`config.mk`:
```
export PLATFORM = sky130hd
export DESIGN_NAME = sorted_list_insert_remove
export DESIGN_NICKNAME = d
export VERILOG_FILES = /design/src/hdl/slsi_pkg.sv /design/src/hdl/slsi_cell.sv /design/src/hdl/sorted_list_insert_remove.sv
export SDC_FILE = /design/constraint.sdc
export NUM_CORES = 2
export LEC_CHECK = 0
export BUFFER_PORTS_ARGS = -buffer_cell sky130_fd_sc_hd__buf_2
export CELL_PAD_IN_SITES_DETAIL_PLACEMENT = 1
export CELL_PAD_IN_SITES_GLOBAL_PLACEMENT = 1
export CORE_MARGIN = 8
export CORE_UTILIZATION = 51
export DETAILED_ROUTE_END_ITERATION = 12
export GPL_TIMING_DRIVEN = 0
export HOLD_SLACK_MARGIN = 0.05
export PLACE_DENSITY = 0.87
export RECOVER_POWER = 25
export SYNTH_ARGS = -nofsm -noshare
export SYNTH_HDL_FRONTEND = slang
export SYNTH_SLANG_ARGS = --single-unit
```
`constraint.sdc`:
```
create_clock -name i_clk -period 5.7 [get_ports i_clk]
set_input_delay 0.57 -clock i_clk [delete_from_list [all_inputs] [get_ports i_clk]]
set_output_delay 0.57 -clock i_clk [all_outputs]
set_load 0.02 [all_outputs]
```
`src/hdl/slsi_pkg.sv`:
```
// slsi_pkg: shared types and constants for the sorted list insert/remove block
// no dependencies; imported by slsi_cell, sorted_list_insert_remove and the test bench

package slsi_pkg;

    localparam int VALUE_W = 32;
    localparam int COUNT_W = 5;

    localparam logic ACT_INSERT = 1'b0;
    localparam logic ACT_REMOVE = 1'b1;

    typedef logic signed [VALUE_W-1:0] t_value;

    typedef struct packed {
        logic   compare;
        logic   insert;
        logic   remove;
        t_value key;
    } t_cell_cmd;

endpackage

```
`src/hdl/slsi_cell.sv`:
```
// slsi_cell: one slot of the sorted list, holds one entry and its compare flags
// depends on slsi_pkg; instantiated in a row by sorted_list_insert_remove

module slsi_cell #(
    parameter int IDX   = 0,
    parameter int CNT_W = 5
) (
    input  logic                  i_clk,
    input  slsi_pkg::t_cell_cmd   i_cmd,
    input  logic [CNT_W-1:0]      i_count,
    input  logic                  i_lt_prev,
    input  slsi_pkg::t_value      i_entry_prev,
    input  slsi_pkg::t_value      i_entry_next,
    output slsi_pkg::t_value      o_entry,
    output logic                  o_lt,
    output logic                  o_hit
);
    import slsi_pkg::*;

    t_value r_entry;
    t_value n_entry;
    logic   r_lt;
    logic   r_eq;
    logic   occupied;

    assign occupied = (CNT_W'(IDX) < i_count);

    always_comb begin
        n_entry = r_entry;
        if (i_cmd.insert && !r_lt) begin
            n_entry = i_lt_prev ? i_cmd.key : i_entry_prev;
        end else if (i_cmd.remove && !r_lt) begin
            n_entry = i_entry_next;
        end
    end

    always_ff @(posedge i_clk) begin
        r_entry <= n_entry;
        if (i_cmd.compare) begin
            r_lt <= occupied && (r_entry < i_cmd.key);
            r_eq <= occupied && (r_entry == i_cmd.key);
        end
    end

    assign o_entry = r_entry;
    assign o_lt    = r_lt;
    // first entry not smaller than the key is equal to it
    assign o_hit   = r_eq && i_lt_prev;

endmodule

```
`src/hdl/sorted_list_insert_remove.sv`:
```
// sorted_list_insert_remove: ascending table of signed values in a row of cells
// each item runs the compare cycle (all cells at once) and then the shift cycle;
// no input beat is taken until the shift commits, which stalls while a result
// still waits in the output register; a new beat is still taken while it waits
// reset (synchronous, active low) empties the table at once; no clearing pass
// depends on slsi_pkg and slsi_cell

module sorted_list_insert_remove #(
    parameter int CAPACITY = 16
) (
    input  logic                              i_clk,
    input  logic                              i_rst_n,
    input  logic                              i_in_valid,
    output logic                              o_in_ready,
    input  logic                              i_action,
    input  slsi_pkg::t_value                  i_value,
    output logic                              o_out_valid,
    input  logic                              i_out_ready,
    output logic                              o_ok,
    output logic [slsi_pkg::COUNT_W-1:0]      o_count,
    output logic                              o_is_empty
);
    import slsi_pkg::*;

    localparam int CNT_W = $clog2(CAPACITY + 1);

    localparam logic S_IDLE   = 1'b0;
    localparam logic S_COMMIT = 1'b1;

    logic             r_state;
    logic             n_state;
    logic             r_action;
    t_value           r_key;
    logic [CNT_W-1:0] r_count;
    logic [CNT_W-1:0] n_count;
    logic             r_out_valid;
    logic             r_ok;
    logic [CNT_W-1:0] r_out_count;

    t_cell_cmd        cmd;
    logic             in_beat;
    logic             commit;
    logic             ins_ok;
    logic             rem_ok;
    logic             ok;
    logic [CAPACITY-1:0] lt;
    logic [CAPACITY-1:0] hit;
    t_value           entry [CAPACITY];
    logic [CNT_W+COUNT_W-1:0] count_wide;

    assign o_in_ready = (r_state == S_IDLE);
    assign in_beat    = i_in_valid && o_in_ready;
    assign commit     = (r_state == S_COMMIT) && (!r_out_valid || i_out_ready);

    assign ins_ok = (r_count != CNT_W'(CAPACITY));
    assign rem_ok = |hit;
    assign ok     = (r_action == ACT_INSERT) ? ins_ok : rem_ok;

    always_comb begin
        cmd.compare = in_beat;
        cmd.insert  = commit && (r_action == ACT_INSERT) && ins_ok;
        cmd.remove  = commit && (r_action == ACT_REMOVE) && rem_ok;
        cmd.key     = in_beat ? i_value : r_key;
    end

    always_comb begin
        n_count = r_count;
        if (cmd.insert) begin
            n_count = r_count + 1'b1;
        end else if (cmd.remove) begin
            n_count = r_count - 1'b1;
        end
    end

    always_comb begin
        n_state = r_state;
        case (r_state)
            S_IDLE: begin
                if (in_beat) begin
                    n_state = S_COMMIT;
                end
            end
            S_COMMIT: begin
                if (commit) begin
                    n_state = S_IDLE;
                end
            end
            default: n_state = S_IDLE;
        endcase
    end

    always_ff @(posedge i_clk) begin
        if (!i_rst_n) begin
            r_state     <= S_IDLE;
            r_count     <= '0;
            r_out_valid <= 1'b0;
        end else begin
            r_state <= n_state;
            r_count <= n_count;
            if (commit) begin
                r_out_valid <= 1'b1;
            end else if (i_out_ready) begin
                r_out_valid <= 1'b0;
            end
        end
    end

    always_ff @(posedge i_clk) begin
        if (in_beat) begin
            r_action <= i_action;
            r_key    <= i_value;
        end
        if (commit) begin
            r_ok        <= ok;
            r_out_count <= n_count;
        end
    end

    genvar gi;
    generate
        for (gi = 0; gi < CAPACITY; gi++) begin : g_cell
            logic   lt_prev;
            t_value entry_prev;
            t_value entry_next;

            if (gi == 0) begin : g_first
                assign lt_prev    = 1'b1;
                assign entry_prev = '0;
            end else begin : g_mid
                assign lt_prev    = lt[gi-1];
                assign entry_prev = entry[gi-1];
            end

            if (gi == CAPACITY - 1) begin : g_last
                assign entry_next = '0;
            end else begin : g_inner
                assign entry_next = entry[gi+1];
            end

            slsi_cell #(
                .IDX   (gi),
                .CNT_W (CNT_W)
            ) u_cell (
                .i_clk        (i_clk),
                .i_cmd        (cmd),
                .i_count      (r_count),
                .i_lt_prev    (lt_prev),
                .i_entry_prev (entry_prev),
                .i_entry_next (entry_next),
                .o_entry      (entry[gi]),
                .o_lt         (lt[gi]),
                .o_hit        (hit[gi])
            );
        end
    endgenerate

    assign count_wide  = {{COUNT_W{1'b0}}, r_out_count};
    assign o_out_valid = r_out_valid;
    assign o_ok        = r_ok;
    assign o_count     = count_wide[COUNT_W-1:0];
    assign o_is_empty  = (r_out_count == '0);

endmodule

```
==> results.txt <==
- At the later pin of the worst-skew pair, clock insertion delay measures ~0.63 ns.
* Library cells used by synthesis: 67
- Hold Fails Final Rpt: 0
- After detailed routing, the number of remaining DRC violations is 0.
- After detailed routing, the average wire length per cell comes to around 25 um.
- CTS Buf Count: about 70
- The core region is 0.07696 sq mm.
- During synthesis, Yosys emitted a total of 0 warnings.
- Share of total power in sequential cells: 39.7%
- The run finished, with violations left.
* Pin count of the biggest net entering global routing: 40
- Top cell by count, worst path: sky130_fd_sc_hd__buf_2
- Total of max-cap violations: 17
- Final hold analysis gives a worst-case slack of 0.1302 ns.
* Pleak: 17.20 nW
- The wire-length estimate of the detail-placed layout is 109.5 mm.
- TritonCTS built the clock tree.
- Worst Path Arrival: 5.89 ns
- The final critical path takes up a little under 100% of the cycle.
- The multi-input combinational cells in the finished layout cover a total of 0.02079 sq mm.
* Height of the die: between 200 and 300 um
- Once placement completed, the tool counted placed cells totaling around 5400.
- Global-route wire length before repair: 209.3 mm
- The initial utilization of the core area, before any placement, comes to 51.22%.
* Peak ir drop on the vdd network: 227.9 uV
- Cells on Worst Hold Path: 1
- Buffers from clock root to sink, at most: 3
- Wire length after detailed routing: approximately 140 mm
- Combinational logic is responsible for 25.5% of the overall power.
- Clock slew at reported path FFs: ~0.050 ns
- Max-slew violations: 452
- The count of buffers added on input and output ports is 45.
* Number of cells on the worst reg-to-reg path: 11
- After synthesis, the share of flip-flops with an asynchronous set or reset is 0%.
- Critical path cell sequence: buf_2, inv_1, ha_1, nor3b_1, a2111oi_1, buf_4, nand2b_1, buf_2, buf_2, nand2_1, o21ai_0
- In this run the cell area of the synthesized design comes to 0.03942 sq mm.
- Relative slew slack: -117.9%
* Transition time of the tightest slew-check pin: approximately 3.3 ns
* Weighted congestion reported at the end of routability-driven placement: 1.006
* Sequential-to-total area share from yosys stat: 43.95%
- Across all layers, the routed design uses 34850 vias.
- For this design, the sink count on the clock tree is 590.
- The internal power of the cells totals roughly 8.7 mW.
* Kind of capture point of the worst setup path: register
- Number of global-route vias before repair: 37250
- Failing checks: capacitance limit, slew limit
- Count of standard-cell rows: 102
- Antenna violations before repair: 2
- On the worst path, the slowest cell contributes a delay of 2.62 ns.
- Clock network power share: 34.7%
- In this run the power spent charging and discharging nets is 4.477 mW.
- Sw frac: 33.87%
* Chip Width: 294.0 um
- Area grow syn2layout: 9.802%
- Of the cells placed in the final design, the portion with a size suffix greater than 1 is 5.027%.
- After synthesis, the mean cell area works out to 9.089 sq um.
- Clock skew on the completed layout was measured at 0.01883 ns.
* Highest attainable clock frequency: 0.1792 GHz
- Number of top-level pins: 46
* CP required: about 6.0 ns
- Buffers added to address setup during post-CTS repair amount to 0.
- The most used flip-flop cell after synthesis is sky130_fd_sc_hd__edfxtp_1.
- The pre-antenna-repair detailed-routing pass consisted of 7 iterations.
- In this run the remaining antenna-violating nets after routing total 0.
* Syn nets: 4873
- Final period demand of the worst path: between 5 and 6 ns
* Detailed Route Iter0 Violations: 2363
- Fill cells: 9092
* Count of flip-flops with a built-in enable after synthesis: 551
- Total of flip-flops plus latches after synthesis: 590
* Synthesized instance count: 4337
- Buffer type at the clock tree root: sky130_fd_sc_hd__clkbuf_16
- Routed via count divided by cell count: 6.271
- STA classifies the critical path startpoint as a register.
- The count of cells in the finished layout, fillers not included, comes to approximately 5600.
- Grt total ovfl: 0
* Worst setup path class: reg2reg
- Setup violations remaining at the end of the flow were counted as 0.
- For this run, the post-layout net count is 4995.
- Final Total Pwr: 13.22 mW
- Number of levels the H-tree was split into: 3
- The die covers 0.08644 sq mm.
- Among all stages on the critical path, the largest delay is contributed by sky130_fd_sc_hd__a2111oi_1.
- Power density of the placed cells: 305.4 mW/mm^2
* Area occupied by registers: roughly 0.017 sq mm
- Setup repair after global routing missed its margin: no
- In this run the worst path has a maximum fanout of 10.
* Overall routing resource usage: 31.07%
* Hold Path Class: in2reg
logic make-up (layout without fill, tap and decap cells):
family                   count (synthesis)  in the layout  share of synthesized area (%)
AND/OR/NAND/NOR                       1479           1479                          16.00
AO/OA/AOI/OAI                         1382           1382                          19.31
flip-flops                             590            590                          43.95
adder cells (fa/ha/maj)                502            502                          15.91
buffers and inverters                  327            506                          3.406
multiplexers                            37             37                         0.9745
XOR/XNOR                                20             20                         0.4444
other                                    0              1                              0
layout make-up:
| type | count | share of cell area [%] |
|---|---|---|
| multi-input cells | 3420 | 48.03 |
| flip-flops and latches | 590 | 40.03 |
| clock buffers | 88 | 4.397 |
| well taps | 1040 | 3.006 |
| plain buffers | 262 | 2.527 |
| clock inverters | 42 | 0.8239 |
| repair buffers | 49 | 0.6013 |
| inverters | 65 | 0.5753 |
| diodes | 1 | 0.005782 |
per-layer routing:
metal | vias up | track usage, % | share of wire [%]
met3 | 423 | 4.140 | 4.7
met4 | 0 | 22.29 | 7.8
li1 | 16240 | - | -
met5 | - | 0 | 0
met2 | 1082 | 54.70 | 49
met1 | 17100 | 34.39 | 38
what timing repair did:
| item | 4_1_cts | 5_1_grt |
|---|---|---|
| hold buffers | 0 | 0 |
| gates resized for setup | 3 | 0 |
| endpoints found under the setup margin | 31 | 0 |
stage by stage:
step	TNS, ns	util, %	cell area (sq um)	worst slack (ns)
floorplan	0	-	39420	1.410
global placement	-13.08	53.21	40950	-0.7136
detailed placement	-17.02	53.44	41130	-0.8574
CTS	0	56.38	43390	0.2161
global route	0	56.24	43280	0.01954
finish	0	56.24	43280	0.1182
worst max-delay path: cells and delay by family (launching register included):
kind	cells	cell delay, ns
AOI/OAI and AO/OA	2	2.72
adders and majority gates	1	0.22
and+or+nand+nor	3	0.54
buffers and inverters	5	1.42
DFF	1	0.36
power by group through the flow:
stage               Combinational [mW]  Sequential (mW)  Clock (mW)
floorplan                         2.12             5.24           0
detailed placement                3.27             5.33           0
CTS                               3.34             5.24        4.61
global route                      3.71             5.27        4.74
finish                            3.37             5.25        4.59
global placement                  3.04             5.32           0
Yosys cell counts, types with 3 or more instances:
| library cell | n | area, sq um |
|---|---|---|
| sky130_fd_sc_hd__nand2_1 | 1064 | 3994 |
| sky130_fd_sc_hd__o21ai_0 | 961 | 4810 |
| sky130_fd_sc_hd__edfxtp_1 | 551 | 16550 |
| sky130_fd_sc_hd__ha_1 | 499 | 6243 |
| sky130_fd_sc_hd__clkbuf_1 | 193 | 724.4 |
| sky130_fd_sc_hd__a21oi_1 | 174 | 870.8 |
| sky130_fd_sc_hd__nor2_1 | 116 | 435.4 |
| sky130_fd_sc_hd__nand4_1 | 79 | 494.2 |
| sky130_fd_sc_hd__nand3_1 | 65 | 325.3 |
| sky130_fd_sc_hd__buf_2 | 63 | 315.3 |
| sky130_fd_sc_hd__inv_1 | 63 | 236.5 |
| sky130_fd_sc_hd__a211oi_1 | 56 | 420.4 |
| sky130_fd_sc_hd__dfxtp_1 | 39 | 780.8 |
| sky130_fd_sc_hd__nand2b_1 | 36 | 225.2 |
| sky130_fd_sc_hd__mux2i_1 | 35 | 350.3 |
| sky130_fd_sc_hd__and4_1 | 27 | 236.5 |
| sky130_fd_sc_hd__nor4_1 | 25 | 156.4 |
| sky130_fd_sc_hd__a221oi_1 | 21 | 183.9 |
| sky130_fd_sc_hd__o211ai_1 | 20 | 150.1 |
| sky130_fd_sc_hd__o21ai_1 | 20 | 100.1 |
| sky130_fd_sc_hd__nor2b_1 | 19 | 118.9 |
| sky130_fd_sc_hd__xnor2_1 | 18 | 157.7 |
| sky130_fd_sc_hd__o21a_1 | 16 | 120.1 |
| sky130_fd_sc_hd__a21o_1 | 15 | 112.6 |
| sky130_fd_sc_hd__o221ai_1 | 13 | 113.9 |
| sky130_fd_sc_hd__o31ai_1 | 13 | 97.59 |
| sky130_fd_sc_hd__a31oi_1 | 12 | 75.07 |
| sky130_fd_sc_hd__and2_1 | 11 | 68.82 |
| sky130_fd_sc_hd__nor3_1 | 11 | 55.05 |
| sky130_fd_sc_hd__o2111ai_1 | 11 | 96.34 |
| sky130_fd_sc_hd__o311ai_0 | 11 | 96.34 |
| sky130_fd_sc_hd__a22oi_1 | 7 | 52.55 |
| sky130_fd_sc_hd__a21boi_0 | 6 | 45.04 |
| sky130_fd_sc_hd__o41ai_1 | 6 | 52.55 |
| sky130_fd_sc_hd__and3_1 | 5 | 31.28 |
| sky130_fd_sc_hd__or4_1 | 5 | 37.54 |
| sky130_fd_sc_hd__buf_6 | 4 | 45.04 |
| sky130_fd_sc_hd__o21ba_2 | 4 | 40.04 |
| sky130_fd_sc_hd__a221o_1 | 3 | 30.03 |
| sky130_fd_sc_hd__maj3_1 | 3 | 30.03 |
| sky130_fd_sc_hd__or2_2 | 3 | 18.77 |
cells in the final DEF (no fill, tap or decap), types with 14 or more instances in the layout:
| master | netlist | routed |
|---|---|---|
| sky130_fd_sc_hd__buf_2 | 63 | 94 |
| sky130_fd_sc_hd__nor2_1 | 116 | 106 |
| sky130_fd_sc_hd__mux2i_1 | 35 | 36 |
| sky130_fd_sc_hd__o21a_1 | 16 | 16 |
| sky130_fd_sc_hd__a21o_1 | 15 | 15 |
| sky130_fd_sc_hd__clkinv_2 | 0 | 14 |
| sky130_fd_sc_hd__inv_1 | 63 | 63 |
| sky130_fd_sc_hd__clkbuf_16 | 0 | 73 |
| sky130_fd_sc_hd__edfxtp_1 | 551 | 551 |
| sky130_fd_sc_hd__nand2b_1 | 36 | 36 |
| sky130_fd_sc_hd__nor4_1 | 25 | 25 |
| sky130_fd_sc_hd__clkinv_1 | 0 | 17 |
| sky130_fd_sc_hd__a211oi_1 | 56 | 56 |
| sky130_fd_sc_hd__nand2_1 | 1064 | 1064 |
| sky130_fd_sc_hd__nand4_1 | 79 | 79 |
| sky130_fd_sc_hd__a21oi_1 | 174 | 174 |
| sky130_fd_sc_hd__a221oi_1 | 21 | 21 |
| sky130_fd_sc_hd__clkbuf_1 | 193 | 219 |
| sky130_fd_sc_hd__xnor2_1 | 18 | 18 |
| sky130_fd_sc_hd__o21ai_1 | 20 | 20 |
| sky130_fd_sc_hd__ha_1 | 499 | 499 |
| sky130_fd_sc_hd__dfxtp_1 | 39 | 39 |
| sky130_fd_sc_hd__o211ai_1 | 20 | 20 |
| sky130_fd_sc_hd__nor2b_1 | 19 | 19 |
| sky130_fd_sc_hd__nand3_1 | 65 | 65 |
| sky130_fd_sc_hd__o21ai_0 | 961 | 961 |
| sky130_fd_sc_hd__and4_1 | 27 | 27 |
worst paths after layout:
path	start	end	slack, ns
max	r_count[0]	g_cell[0].u_cell.o_entry[28]	0.12
min	i_action	r_action	0.13
max reg2reg	r_count[0]	g_cell[0].u_cell.o_entry[28]	0.12
min reg2reg	o_out_valid	o_out_valid	0.53
state kept, by name, summed over array words and instances (netlist names):
name	cells
g_cell.u_cell.o_entry	512
r_key	32
g_cell.u_cell.o_lt	16
g_cell.u_cell.r_eq	16
o_count	5
r_count	5
o_ok	1
o_out_valid	1
r_action	1
r_state	1
(Power assumes the default switching activity.)
